$ cat src/sv/pcss_pkg.sv
package pcss_pkg;

   localparam int MaxChannels = 1024;
   localparam int ChanW = $clog2(MaxChannels);
   localparam int BlockLanes = 8;
   localparam int LaneW = 3;

   // exact sum grid: product bits reach 2^80 on a 2^-48 grid, one more bit for the carry
   localparam int MagW = 81;

   localparam logic [15:0] HalfOne = 16'h3C00;
   localparam logic [15:0] HalfNan = 16'h7E00;
   localparam logic [15:0] HalfInf = 16'h7C00;

   localparam logic [1:0] LayoutPlanar = 2'd0;
   localparam logic [1:0] LayoutChLast = 2'd1;
   localparam logic [1:0] LayoutBlock8 = 2'd2;

   localparam logic [2:0] RegLayout = 3'd0;
   localparam logic [2:0] RegChannels = 3'd1;
   localparam logic [2:0] RegElements = 3'd2;
   localparam logic [2:0] RegBatches = 3'd3;
   localparam logic [2:0] RegUseAlpha = 3'd4;
   localparam logic [2:0] RegUseBeta = 3'd5;

   // one queued sample bound for the arithmetic back end
   typedef struct packed {
      logic [ChanW-1:0] chan;
      logic             chan_ok;
      logic [15:0]      sample;
      logic             tensor_end;
   } work_type;

   // one coefficient write
   typedef struct packed {
      logic [ChanW-1:0] chan;
      logic [15:0]      alpha;
      logic [15:0]      beta;
   } coef_type;

   function automatic logic [6:0] lead_pos(input logic [MagW-1:0] v);
      logic [6:0] p;
      p = 7'd0;
      for (int i = 0; i < MagW; i++) begin
         if (v[i]) p = 7'(i);
      end
      return p;
   endfunction

endpackage

$ cat src/sv/pcss_queue.sv
module pcss_queue
   import pcss_pkg::*;
(
   input  logic     clock,
   input  logic     reset,
   input  logic     push,
   input  work_type push_data,
   output logic     push_ready,
   output logic     pop_valid,
   output work_type pop_data,
   input  logic     pop
);

   // two-entry queue: accepts while full as long as a pop happens the same cycle
   work_type mem_ff [2];
   logic rd_ff, rd_in, wr_ff, wr_in;
   logic [1:0] cnt_ff, cnt_in;

   assign pop_valid = cnt_ff != 2'd0;
   assign pop_data = mem_ff[rd_ff];
   assign push_ready = cnt_ff != 2'd2 || pop;

   always_comb begin
      rd_in = pop ? !rd_ff : rd_ff;
      wr_in = push ? !wr_ff : wr_ff;
      cnt_in = cnt_ff + {1'b0, push} - {1'b0, pop};
   end

   always_ff @(posedge clock) begin
      if (push) mem_ff[wr_ff] <= push_data;
      if (reset) begin
         rd_ff <= 1'b0;
         wr_ff <= 1'b0;
         cnt_ff <= '0;
      end else begin
         rd_ff <= rd_in;
         wr_ff <= wr_in;
         cnt_ff <= cnt_in;
      end
   end

endmodule

$ cat config.mk
export PLATFORM = sky130hd
export DESIGN_NAME = pcss_queue
export DESIGN_NICKNAME = d
export VERILOG_FILES = /design/src/sv/pcss_pkg.sv /design/src/sv/pcss_queue.sv
export SDC_FILE = /design/constraint.sdc
export NUM_CORES = 1
export LEC_CHECK = 0
export ABC_AREA = 1
export BUFFER_PORTS_ARGS = -buffer_cell sky130_fd_sc_hd__buf_4
export CAP_MARGIN = 20
export CORE_MARGIN = 4
export CORE_UTILIZATION = 50
export DETAILED_ROUTE_END_ITERATION = 8
export PLACE_DENSITY = 0.76
export SYNTH_ARGS = -nofsm -noshare
export SYNTH_HDL_FRONTEND = slang
export SYNTH_SLANG_ARGS = --single-unit
$ cat constraint.sdc
create_clock -name clock -period 5 [get_ports clock]
set_clock_uncertainty 0.15 [all_clocks]
set_input_delay 1 -clock clock [delete_from_list [all_inputs] [get_ports clock]]
set_output_delay 1 -clock clock [all_outputs]
set_load 0.05 [all_outputs]
# --- Word-level counts from Yosys, hierarchy flattened ---
# Memories as Yosys holds them, arrays and structs flattened. A register that Yosys moved wholly into a read port is not among the register bits.
# Cells that the tools add are included.
word_totals:
  regBits: 4
  ram_bits: 56
  input_bits: 32
  output_inout_bits: 30
  wordCells: 15
  n_memories: 1
classes:
  n_addsub: 2
  eq_ne: 1
  muxes: 4
  reduce_logical: 4
memory_table:
  columns: ["name", "depth", "width", "rd", "rd_ports_with_merged_regs", "write_ports", "line_no", "rtl"]
  rows:
  - ["mem_ff", 2, 28, 1, 1, 1, "pcss_queue.sv:15", "work_type mem_ff [2];"]
op_table:
  columns: ["operator", "n"]
  rows:
  - ["2-to-1 mux 1 bit", 4]
  - ["adder 2 x 1 -> 2 bit", 1]
  - ["logical NOT 1 bit", 2]
  - ["inequality test 2 bit, second input constant", 1]
  - ["nonzero test 2 bit", 1]
  - ["subtractor 2 x 1 -> 2 bit", 1]
  - ["logical OR 1 bit", 1]

# --- Logic depth before layout (Yosys ltp) ---
logic_depth:
  word_depth: 3
  ltp_mapped: 7

# --- Least setup slack after synthesis ---
# OpenSTA, ideal clock, no wires.
synth_path:
  kind: "input-to-reg"
  from: "input port push"
  to: "memory mem_ff[0][0] (netlist bit), enable pin"
  setup_time_ns: 0.413
  arrival_ns: 2.222
  setup_slack_ns: 2.214
  stages: 2
  n_path_buf: 0
  path_cell_list: "inv_1 -> nor2_1"
synth_between:
  elab_chain_len: 2
synth_lines:
  columns: ["element", "line_no", "rtl"]
  rows:
  - ["start: declaration", "pcss_queue.sv:6", "input logic push,"]
  - ["2-to-1 mux 1 bit", "pcss_queue.sv:30", "if (push) mem_ff[wr_ff] <= push_data;"]
  - ["2-to-1 mux 1 bit (not written as such)", "pcss_queue.sv:30", null]
  - ["end: declaration", "pcss_queue.sv:15", null]
# No other way between the ends.

==> reports/results.env <==
OUTCOME='complete, no violations'
REGTOREGENDPOINT='mem_ff[0][2]'
R2R-START='wr_ff'
CHIPWIDTH_UM=76.6
TIMING.HOLD.WORST_PATH_DEPTH=2
SYNTH_CELL_TYPE_COUNT=14
SEQ_POWER_SHARE_PCT=51.4
MAXUSEDROUTINGLAYER='met4'
GRT_MAX_DEGREE=30
POST_CTS_GATE_RESIZE_COUNT=0
COMB_POWER_SHARE_PCT=19.1
WARNING_COUNT_FROM_THE_YOSYS_RUN=0
SYNTH.FF_LATCH_COUNT=61
ROUTE.DETAILED.WL_PER_INST_UM=15.9
ROUTE.MET2.WL_MM=2.09
CLOCK_LATENCY_NS=0.33
SYNTH.AREA.MUX_SHARE_PCT=16.6
GRT.TOTAL_USAGE_PCT=14.7
DRT-PASS1-ITER-COUNT=4
SYNTHTOPCELLSBYAREA='sky130_fd_sc_hd__edfxtp_1, sky130_fd_sc_hd__mux2_4, sky130_fd_sc_hd__dfxtp_1'
SYNTH.NET_COUNT=153
FIN_CELLS=247
SETUP_SLACK_REG_TO_REG_NS=3.21
NETLIST_INSTANCES=119
GRT_FIRST_PASS_WIRELENGTH_MM=6.38
WL_MET1_MM=1.48
POST_SYNTH_AND_OR_NAND_NOR_AREA_FRACTION_PCT=2.50
CORE_REGION_AREA_SQ_UM=4440
SHARE_OF_CELLS_ABOVE_DRIVE_STRENGTH_1_PCT=54.9
FINAL_ANTENNA_NET_COUNT=0
TIGHTEST_SLEW_NS=0.869
TRITONCTS.NUM_BUFFERS=9
PEAKVDDDROP_uV=233
CRITPATHREQUIREDTIME_NS=3.85
P_TOTAL_mW=1.19
CLOCK_SINKS=61
CRIT_TYPE='flip-flop to primary output'
YOSYSSEQAREASHARE_PCT=75.8
VIA_COUNT=1215
POST_SYNTH.CELL_AREA_AVG_SQ_UM=19.8
CTS.PATH.MAX_BUFFERS=2
TNS_NS=0
POWER.DENSITY_nW_PER_UM2=395
FINALSETUPVIOLCOUNT=0
TYPE_OF_DESTINATION_OF_THE_CRITICAL_PATH='primary output'
DP_CELLS=230
MAX_SLEW_MARGIN_VS_LIMIT_PCT=42.1
NUM_ROWS=24
POST_CTS_HOLD_BUFFER_COUNT=0
REMAINING_DRC_ERRORS=0
POST-DP-HPWL_MM=2.72
POWER.SHARE.CLOCK_PCT=29.4
WORST_HOLD_PATH_TYPE='flip-flop to flip-flop'
SYNTH-COMPOUND-AREA-SHARE_PCT=0.213
MULTI_INPUT_AREA_SQ_UM=490
MIN_FROM='rd_ff'
NUM-FILL-CELLS=320
POWER_SWITCHING_SHARE_PCT=28.2
INITIAL_CORE_UTIL_PCT=52.9
REG2REG_DEPTH=2
CRITPATHLAUNCHTYPE='flip-flop'
TIMING_HOLD_VIOLATIONS_FINAL=0
CRITICAL_PATH_ARRIVAL_NS=1.86
DRT-INITIAL-DRC-COUNT=45
DP_SLACK_NS=2.33
LAYOUT.CELL_AREA.NON_FILLER_SQ_UM=3010
PORT_BUFFERS=61
P_LEAK_nW=1.23
FINISH.NET_COUNT=224
SYN_TO_LAYOUT_AREA_DELTA_PCT=27.8
COMBINATIONAL_FAMILY_WITH_THE_MOST_AREA_AFTER_SYNTHESIS='multiplexers'
MAPPEDNETLISTAREA_SQ_UM=2350
MOSTFREQUENTLAYOUTCELL='sky130_fd_sc_hd__buf_4'
CTS_TREE='done'
CELLINTERNALPOWER_mW=0.852
PATH_CLK_SLEW_NS=0.06
DR_WL_MET3_UM=242
CTSHTREEMAXLEVEL=3
YOSYS.AREA_SHARE.XOR_XNOR_PCT=0.373
DESIGN.DIE.AREA_SQ_UM=5860
ROUTED_WIRELENGTH_MM=3.93
DIODE_COUNT=0
AVGVIACOUNTPERCELL=4.92
FIRST_GLOBAL_VIAS=1347
CLOCK-ROOT-BUFFER='sky130_fd_sc_hd__clkbuf_8'
FINALWORSTPATHREQUIREDPERIOD_NS=3.01
POWER_SWITCHING_mW=0.334
DETAILED_PLACE.AREA_SQ_UM=2830
LAYOUT_COMMON_CELLS='sky130_fd_sc_hd__buf_4, sky130_fd_sc_hd__edfxtp_1, sky130_fd_sc_hd__mux2_4'
FINALWORSTSETUPSLACK_NS=1.99
SLEW_VIOL_FINAL=0
NUM_IO_PINS=62
GRT_REMAINING_OVERFLOW=0
CAP_VIOL_MAX_COUNT=0
GRT_ANTENNA_BEFORE_REPAIR=0
POST_CTS.REPAIR.SETUP_BUFFERS=0
MAX_FREQ_MHz=333
SYNTH-ADDER-AREA-SHARE_PCT=1.06
WORST_SETUP_ENDPOINT='pop_data[6]'
GRT_SETUP_UNREPAIRED='false'
TIMING.FINAL.CRIT_SHARE_PCT=60.1
DIEHEIGHT_UM=76.6
SYNTH_TOP_CELL_BY_AREA='sky130_fd_sc_hd__edfxtp_1'
CRITICAL_PATH_PEAK_FANOUT=28
GP_CONGESTION=0.628
AREA.SEQUENTIAL_SQ_UM=1780
SYNTH_TOP_AREA_SHARE_PCT=71.5
## how the worst min path moves through the flow
stage | endpoint
global route | wr_ff
CTS | flip-flop
floorplan | flip-flop
global placement | rd_ff
detailed placement | flip-flop
finish | rd_ff
## routing by layer
metal	up-vias	global-route usage [%]
li1	582	-
met3	10	5.32
met1	581	15.0
met5	-	0
met2	42	25.4
met4	0	9.24
## worst max-delay path, cell delays in order, from the launching register on
cell and delay (ns):
sky130_fd_sc_hd__dfxtp_2 0.90, sky130_fd_sc_hd__mux2_2 0.42, sky130_fd_sc_hd__buf_4 0.19
## logic make-up (layout without fill, tap and decap cells)
logic type / count (synthesis) / count (layout)
xor gates and xnor gates: 1 / 1
adders and majority gates: 2 / 2
muxes: 28 / 28
AOI/OAI and AO/OA: 1 / 1
and+or+nand+nor: 15 / 15
buffers and inverters: 11 / 87
DFF: 61 / 61
## state kept, by name, summed over array words and instances, names as in the netlist, named ones only
name,flops
mem_ff,56
cnt_ff,2
rd_ff,1
wr_ff,1
## cell usage after synthesis
master	instances
sky130_fd_sc_hd__nand3_1	1
sky130_fd_sc_hd__nor2_1	7
sky130_fd_sc_hd__mux2_2	8
sky130_fd_sc_hd__buf_6	1
sky130_fd_sc_hd__nor3_1	1
sky130_fd_sc_hd__xnor2_1	1
sky130_fd_sc_hd__nand2_1	6
sky130_fd_sc_hd__buf_12	2
sky130_fd_sc_hd__mux2_4	20
sky130_fd_sc_hd__inv_1	8
sky130_fd_sc_hd__a21oi_1	1
sky130_fd_sc_hd__ha_1	2
sky130_fd_sc_hd__edfxtp_1	56
sky130_fd_sc_hd__dfxtp_1	5
## power by group through the flow
stage	Combinational [mW]	Clock (mW)	Sequential (mW)
detailed placement	0.228	0	0.622
finish	0.227	0.349	0.610
global route	0.239	0.385	0.613
global placement	0.223	0	0.618
floorplan	0.175	0	0.607
CTS	0.228	0.360	0.611
## layout make-up
type,count,share of cell area [%]
Tap cell,52,2.16
Multi-Input combinational cell,47,16.3
Timing Repair Buffer,63,16.0
Clock inverter,7,1.08
Clock buffer,9,4.12
Inverter,8,0.999
Sequential cell,61,59.3
## per-stage QoR
stage	hold WS [ns]	utilization (%)
3_3_place_gp	0.342	63.8
6_report	0.371	67.6
4_1_cts	0.370	67.3
2_1_floorplan	0.330	-
5_1_grt	0.406	67.6
3_5_place_dp	0.345	63.8
(Power assumes the default switching activity.)
