<file path="config.mk">
export PLATFORM = sky130hd
export DESIGN_NAME = pcss_front
export DESIGN_NICKNAME = d
export VERILOG_FILES = /design/src/sv/pcss_pkg.sv /design/src/sv/pcss_front.sv
export SDC_FILE = /design/constraint.sdc
export NUM_CORES = 1
export LEC_CHECK = 0
export BUFFER_PORTS_ARGS = -buffer_cell sky130_fd_sc_hd__buf_2
export CAP_MARGIN = 10
export CORE_ASPECT_RATIO = 2
export CORE_UTILIZATION = 44
export CTS_CLUSTER_DIAMETER = 30
export CTS_CLUSTER_SIZE = 16
export DETAILED_ROUTE_END_ITERATION = 6
export HOLD_SLACK_MARGIN = 0.06
export PLACE_DENSITY = 0.73
export SYNTH_ARGS = -nofsm -noshare
export SYNTH_HDL_FRONTEND = slang
export SYNTH_SLANG_ARGS = --single-unit
</file>
<file path="constraint.sdc">
create_clock -name clock -period 4.4 [get_ports clock]
set_input_delay 0.22 -clock clock [delete_from_list [all_inputs] [get_ports clock]]
set_output_delay 0.22 -clock clock [all_outputs]
set_load 0.01 [all_outputs]
</file>
<file path="src/sv/pcss_pkg.sv">
package pcss_pkg;

   localparam int MaxChannels = 1024;
   localparam int ChanW = $clog2(MaxChannels);
   localparam int BlockLanes = 8;
   localparam int LaneW = 3;

   // exact sum grid: product bits reach 2^80 on a 2^-48 grid, one more bit for the carry
   localparam int MagW = 81;

   localparam logic [15:0] HalfOne = 16'h3C00;
   localparam logic [15:0] HalfNan = 16'h7E00;
   localparam logic [15:0] HalfInf = 16'h7C00;

   localparam logic [1:0] LayoutPlanar = 2'd0;
   localparam logic [1:0] LayoutChLast = 2'd1;
   localparam logic [1:0] LayoutBlock8 = 2'd2;

   localparam logic [2:0] RegLayout = 3'd0;
   localparam logic [2:0] RegChannels = 3'd1;
   localparam logic [2:0] RegElements = 3'd2;
   localparam logic [2:0] RegBatches = 3'd3;
   localparam logic [2:0] RegUseAlpha = 3'd4;
   localparam logic [2:0] RegUseBeta = 3'd5;

   // one queued sample bound for the arithmetic back end
   typedef struct packed {
      logic [ChanW-1:0] chan;
      logic             chan_ok;
      logic [15:0]      sample;
      logic             tensor_end;
   } work_type;

   // one coefficient write
   typedef struct packed {
      logic [ChanW-1:0] chan;
      logic [15:0]      alpha;
      logic [15:0]      beta;
   } coef_type;

   function automatic logic [6:0] lead_pos(input logic [MagW-1:0] v);
      logic [6:0] p;
      p = 7'd0;
      for (int i = 0; i < MagW; i++) begin
         if (v[i]) p = 7'(i);
      end
      return p;
   endfunction

endpackage

</file>
<file path="src/sv/pcss_front.sv">
module pcss_front
   import pcss_pkg::*;
(
   input  logic             clock,
   input  logic             reset,
   input  logic             in_valid,
   input  logic             in_mode,
   input  logic [ChanW-1:0] in_chan,
   input  logic [15:0]      in_alpha,
   input  logic [15:0]      in_beta,
   input  logic [15:0]      in_sample,
   input  logic             q_ready,
   input  logic             q_valid,
   input  logic [1:0]       layout,
   input  logic [10:0]      channel_count,
   input  logic [15:0]      elems_per_chan,
   input  logic [8:0]       batch_count,
   output logic             in_ready,
   output logic             q_push,
   output work_type         q_data,
   output logic             coef_we,
   output coef_type         coef
);

   logic [15:0] elem_ff, elem_in;
   logic [10:0] chan_ff, chan_in;
   logic [LaneW-1:0] lane_ff, lane_in;
   logic [7:0] batch_ff, batch_in;

   logic [10:0] cc;
   logic [16:0] epc;
   logic [8:0] bc;
   logic [1:0] lay;
   logic el_last, b_last, ch_last, lane_last, take;
   logic [11:0] ch_sum;

   always_comb begin
      cc = (channel_count == 11'd0) ? 11'd1 :
           (channel_count > 11'(MaxChannels)) ? 11'(MaxChannels) : channel_count;
      epc = (elems_per_chan == 16'd0) ? 17'd1 : {1'b0, elems_per_chan};
      bc = (batch_count == 9'd0) ? 9'd1 : (batch_count > 9'd256) ? 9'd256 : batch_count;
      lay = (layout == LayoutChLast || layout == LayoutBlock8) ? layout : LayoutPlanar;
      ch_sum = (lay == LayoutBlock8) ? ({1'b0, chan_ff} + {9'd0, lane_ff}) : {1'b0, chan_ff};
      el_last = ({1'b0, elem_ff} + 17'd1) >= epc;
      b_last = ({1'b0, batch_ff} + 9'd1) >= bc;
      if (lay == LayoutBlock8) begin
         ch_last = ({1'b0, chan_ff} + 12'(BlockLanes)) >= {1'b0, cc};
         lane_last = (lane_ff == LaneW'(BlockLanes - 1));
      end else begin
         ch_last = ({1'b0, chan_ff} + 12'd1) >= {1'b0, cc};
         lane_last = 1'b1;
      end
   end

   // hold a coefficient beat until every queued sample has read the tables
   assign in_ready = in_mode ? q_ready : !q_valid;
   assign take = in_valid && in_ready;
   assign coef_we = take && !in_mode;
   assign coef = '{chan: in_chan, alpha: in_alpha, beta: in_beta};
   assign q_push = take && in_mode;
   assign q_data = '{chan: ch_sum[ChanW-1:0], chan_ok: ch_sum < {1'b0, cc},
                     sample: in_sample,
                     tensor_end: el_last && b_last && ch_last && lane_last};

   always_comb begin
      elem_in = elem_ff;
      chan_in = chan_ff;
      lane_in = lane_ff;
      batch_in = batch_ff;
      if (q_push) begin
         case (lay)
            LayoutChLast: begin
               if (!ch_last) chan_in = chan_ff + 11'd1;
               else begin
                  chan_in = '0;
                  if (!el_last) elem_in = elem_ff + 16'd1;
                  else begin
                     elem_in = '0;
                     batch_in = b_last ? 8'd0 : batch_ff + 8'd1;
                  end
               end
            end
            LayoutBlock8: begin
               if (!lane_last) lane_in = lane_ff + LaneW'(1);
               else begin
                  lane_in = '0;
                  if (!el_last) elem_in = elem_ff + 16'd1;
                  else begin
                     elem_in = '0;
                     if (!ch_last) chan_in = chan_ff + 11'(BlockLanes);
                     else begin
                        chan_in = '0;
                        batch_in = b_last ? 8'd0 : batch_ff + 8'd1;
                     end
                  end
               end
            end
            default: begin
               if (!el_last) elem_in = elem_ff + 16'd1;
               else begin
                  elem_in = '0;
                  if (!ch_last) chan_in = chan_ff + 11'd1;
                  else begin
                     chan_in = '0;
                     batch_in = b_last ? 8'd0 : batch_ff + 8'd1;
                  end
               end
            end
         endcase
      end
   end

   always_ff @(posedge clock) begin
      if (reset) begin
         elem_ff <= '0;
         chan_ff <= '0;
         lane_ff <= '0;
         batch_ff <= '0;
      end else begin
         elem_ff <= elem_in;
         chan_ff <= chan_in;
         lane_ff <= lane_in;
         batch_ff <= batch_in;
      end
   end

endmodule

</file>
## Word level (Yosys, flattened, before mapping)

Index checks and enable logic that the tools add are counted.

| storage, ports and cells | value |
|---|---|
| bits of input ports | 102 |
| bits in registers | 38 |
| output and inout bits | 73 |

| operators by class | value |
|---|---|
| order comparisons | 7 |
| equality and inequality tests | 9 |
| muxes and demuxes | 28 |
| add/sub/neg operators | 10 |
| reduce and logical (&&, ||, !) cells | 17 |

Operators with widths:

| kind | count |
|---|---|
| $mux W11 | 7 |
| $mux W16 | 4 |
| $mux W8 | 6 |
| $pmux W16 S2 | 1 |
| $ge A12 B11 Y1 | 2 |
| $pmux W11 S2 | 1 |
| $mux W9 | 2 |
| $add A16 B1 Y17 const B | 1 |
| $ge A17 B16 Y1 | 1 |
| $add A16 B1 Y16 const B | 1 |
| $logic_not A16 Y1 | 1 |
| $pmux W8 S2 | 1 |
| $add A11 B1 Y12 const B | 1 |
| $add A11 B3 Y12 | 1 |
| $add A11 B4 Y12 const B | 1 |
| $lt A12 B11 Y1 | 1 |
| $mux W12 | 1 |
| $add A11 B1 Y11 const B | 1 |
| $add A11 B4 Y11 const B | 1 |
| $gt A11 B11 Y1 const B | 1 |
| $logic_not A11 Y1 | 1 |
| $add A8 B1 Y9 const B | 1 |
| $ge A9 B9 Y1 | 1 |
| $gt A9 B9 Y1 const B | 1 |
| 17 further kinds | 31 |

## Logic depth before layout (Yosys ltp)

| logic depth | value |
|---|---|
| depth after elaboration | 9 |
| mapped depth | 18 |
| depth with buffers taken out | 14 |

## Worst setup path after synthesis

OpenSTA, ideal clock, no wires.

| timing | value |
|---|---|
| path kind | register -> register |
| start point | register elem_ff[2] |
| end point | register chan_ff[5] |
| path slack | 880 ps |
| required time | 4330 ps |
| path buffers | 3 |
| arrival time | 3450 ps |
| setup time | 70 ps |
| cell stages (with the launch flop) | 18 |
| cells stage by stage | dfxtp_1 > and3_2 > and3_1 > clkbuf_1 > nand3_1 > nor2_1 > nand3_1 > xnor2_1 > ha_1 > o21ai_0 > nor2_1 > a21boi_0 > a221o_1 > buf_2 > o31ai_2 > buf_6 > or4b_1 > a21oi_1 |

| between the ends | value |
|---|---|
| word-level cells in the longest chain between the ends | 4 |
| elaborated cells on any way between the ends | 5 |
| classes of those cells | add/sub (1); order compare (1); eq/ne (1); reduce/logical (2) |

RTL lines:

| item | line | text |
|---|---|---|
| from (decl) | pcss_front.sv:25 | `logic [15:0] elem_ff, elem_in;` |
| from (signal assigned) | pcss_front.sv:120 | `elem_ff <= elem_in;` |
| $add A16 B1 Y17 * | pcss_front.sv:44 | `el_last = ({1'b0, elem_ff} + 17'd1) >= epc;` |
| $ge A17 B16 Y1 * | pcss_front.sv:44 |  |
| $ne A2 B2 Y1 (no source line) / $reduce_bool A2 Y1 (equally long branches) | -- |  |
| $reduce_and A4 Y1 (no source line) * | -- |  |
| to (signal assigned) | pcss_front.sv:121 | `chan_ff <= chan_in;` |
| to (decl) | pcss_front.sv:26 | `logic [10:0] chan_ff, chan_in;` |

Mark *: on every way between the ends. The rest lies on a longest branch, timed or not.
A chain may end at the register's enable or synchronous reset.

==> results.toml <==
[clocking]
clockBufferDepth = 2
htree_levels = 2
cts_root_buf = "clkbuf_16"
post_cts_buffers = 0
cts_resized = 0
cts_tree = "yes"
clk_pin_slew_ns = 0.06
clk_latency_ns = 0.29
tritoncts.num_buffers = 5
hold_buffers = 0
clock_sinks = 38

[die]
row_count = 52
fp.dieW_microns = 74.8
pin_count = 175
initial_utilization = 0.456
fp.dieH_microns = 148
core_area_sq_um = 10200
dieArea_sq_um = 11000

[route]
wl_microns = 11400
ant_nets = 0
wl_per_cell_microns = 15.6
vias = 4222
route.detailed.drc = 0
vias_per_cell = 5.80
drt_iter0_markers = 379
drtPass1Iterations = 4

[yosys]
syn_area_sq_um = 4660
synth_flop_cell = "dfxtp_1"
synth_top_area_frac = 0.177
yosys_warnings = 0
synth_area_leaders = "ha_1 (18%), dfxtp_1 (16%), buf_4 (9.5%), a21oi_1 (5.3%), xnor2_1 (4.7%)"
yosys.area.top_type = "ha_1"
ys_seq_area_frac = 0.163
avgSynthCellArea_sq_um = 7.70
async_flop_share = 0
synth-seq-cells = 38
synth_cells = 605
synth_edf_count = 0
synth.distinct_cells = 63
synth_fp_nets = 774

[worst_hold_path]
min_path_type = "in -> out"
min_to = "coef[1]"
hp-start = "in_beta[1]"
whs_path_depth = 0

[setup_path]
r2r_setup_slack_ns = 0.41
crit_path_end_kind = "primary output"
critPathArrivalTime_ns = 3.89
timing.rr.end = "chan_ff[5]"
worstPathMaxFanout = 10
timing.rr.start = "elem_ff[2]"
cp.required_ns = 4.18
r2r_cells = 15
crit_path_start_kind = "flip-flop"
critical_path_class = "reg -> out"

[finish]
fin_nets = 761
diodes = 0
final_common_cell = "ha_1"
fillers = 1012
final_cell_mix = "ha_1 (66), buf_2 (58), nand2_1 (50), a21oi_1 (49), nor2_1 (39)"
drive_gt1_frac = 0.150
syn_to_final_growth_pct = 2.20

[sta]
fin_crit_sh = 0.933
fmax_mhz = 244
hold_violations = 0
skew_ns = 0.00387
min_period_ns = 4.11
slew_violations = 0
relSlewSlack = 0.417
worst_slew_pin_slew_ns = 0.873
grt_setup_unrepaired = "false"
fin_setup_tns_ns = 0
setup_violations = 0

[place]
gp_congestion = 0.898
hpwl_microns = 9060
port_buffers = 58

[pwr]
share_comb_of_total_power = 0.143
total_power_uw = 893
power_frac_seq = 0.388
swShare = 0.258
power_density_nw_per_um2 = 188
vdd_ir_drop_max_v = 0.000181
intPower_uw = 663
clkPwrFrac = 0.469
p_sw_uw = 230
p_leak_uw = 0.00214

[run_status]
status = "complete, no violations"

[global_route]
antenna_found_initial = 0
grt_pass1_wl_microns = 18900
grt_overflow = 0
grt.total_usage = 0.217
grt_pass1_vias = 4253
grt_max_degree = 51

[run]
cap_viol_max_count = 0
layout make-up:
class / instances / area (sq um) / area share
clock buffers: 5 / 125 / 0.0263
multi-input cells: 450 / 3210 / 0.673
clock inverters: 3 / 45.0 / 0.00946
inverters: 34 / 128 / 0.0268
repair buffers: 63 / 328 / 0.0689
well taps: 135 / 169 / 0.0355
flip-flops and latches: 38 / 761 / 0.160
cell families (layout without fill, tap and decap cells):
logic type               Yosys count  in the layout  synth area share
AO/OA/AOI/OAI                    120            120             0.171
XOR/XNOR                          44             44            0.0827
adder cells (fa/ha/maj)           67             67             0.182
AND/OR/NAND/NOR                  218            218             0.248
flip-flops                        38             38             0.163
buffers and inverters            117            105             0.150
multiplexers                       1              1           0.00215
registers in the layout, summed over array words and instances, names as in the netlist:
register and flops:
batch_ff 8, chan_ff 11, elem_ff 16, lane_ff 3
per-layer routing:
metal	vias to the layer above	share of wire	global-route usage	wire length (microns)
li1	2070	-	-	-
met1	1956	0.37	0.217	4190
met2	146	0.54	0.399	6090
met3	50	0.044	0.0368	502
met4	0	0.052	0.129	591
met5	-	0	0	0
worst max path at each step:
stage                     startpoint    endpoint  slack [ns]  cells past startpoint
after floorplan           elem_ff[2]  chan_ff[5]        0.88                     17
after global placement    elem_ff[3]  chan_ff[4]        0.47                     15
after detailed placement  elem_ff[3]  chan_ff[5]        0.31                     15
after CTS                 elem_ff[2]   q_data[0]        0.18                     14
after global routing      elem_ff[2]   q_data[0]        0.03                     14
final                     elem_ff[0]   q_data[0]        0.29                     13
worst max-delay path, cell delays in order, from the launching register on:
cell	delay [ns]
dfxtp_1	0.41
ha_1	0.33
nand3_4	0.15
nor3_2	0.27
nand2_1	0.11
xnor2_1	0.26
ha_1	0.31
a211oi_1	0.25
o21ai_0	0.13
a31o_2	0.22
a221o_2	0.50
o211ai_2	0.40
nor3_1	0.11
buf_2	0.16
synthesized netlist by cell type (all sizes together), types with 2 or more instances:
cell and n:
a2111oi 3, a211oi 3, a21o 8, a21oi 49, a31o 2, a41o 3, and3 9, buf 71
clkbuf 12, clkinv 2, dfxtp 38, ha 66, inv 32, nand2 51, nand2b 10, nand3 28
nand3b 2, nand4 11, nand4b 8, nor2 41, nor2b 6, nor3 22, nor3b 3, nor4 6
o211ai 3, o21a 5, o21ai 20, o2bb2ai 3, o31ai 3, o32ai 7, or3 7, or4 6
or4b 5, xnor2 25, xor2 19
power by group through the flow:
stage	clock, uW	sequential (uW)	combinational, uW
2_1_floorplan	0	354	134
3_3_place_gp	0	354	123
3_5_place_dp	0	354	127
4_1_cts	424	347	128
5_1_grt	439	347	144
6_report	419	347	128
per-stage QoR:
step	util	cells	cell area [sq um]	setup WS [ns]	hold WS [ns]
finish	0.466	728	4760	0.294	0.440
global route	0.466	728	4760	0.0289	0.440
CTS	0.465	728	4750	0.181	0.440
detailed placement	0.449	720	4580	0.306	0.440
global placement	0.449	720	4580	0.472	0.440
floorplan	-	605	4660	0.880	0.402
Note: power is estimated with default switching activity, not from simulation.
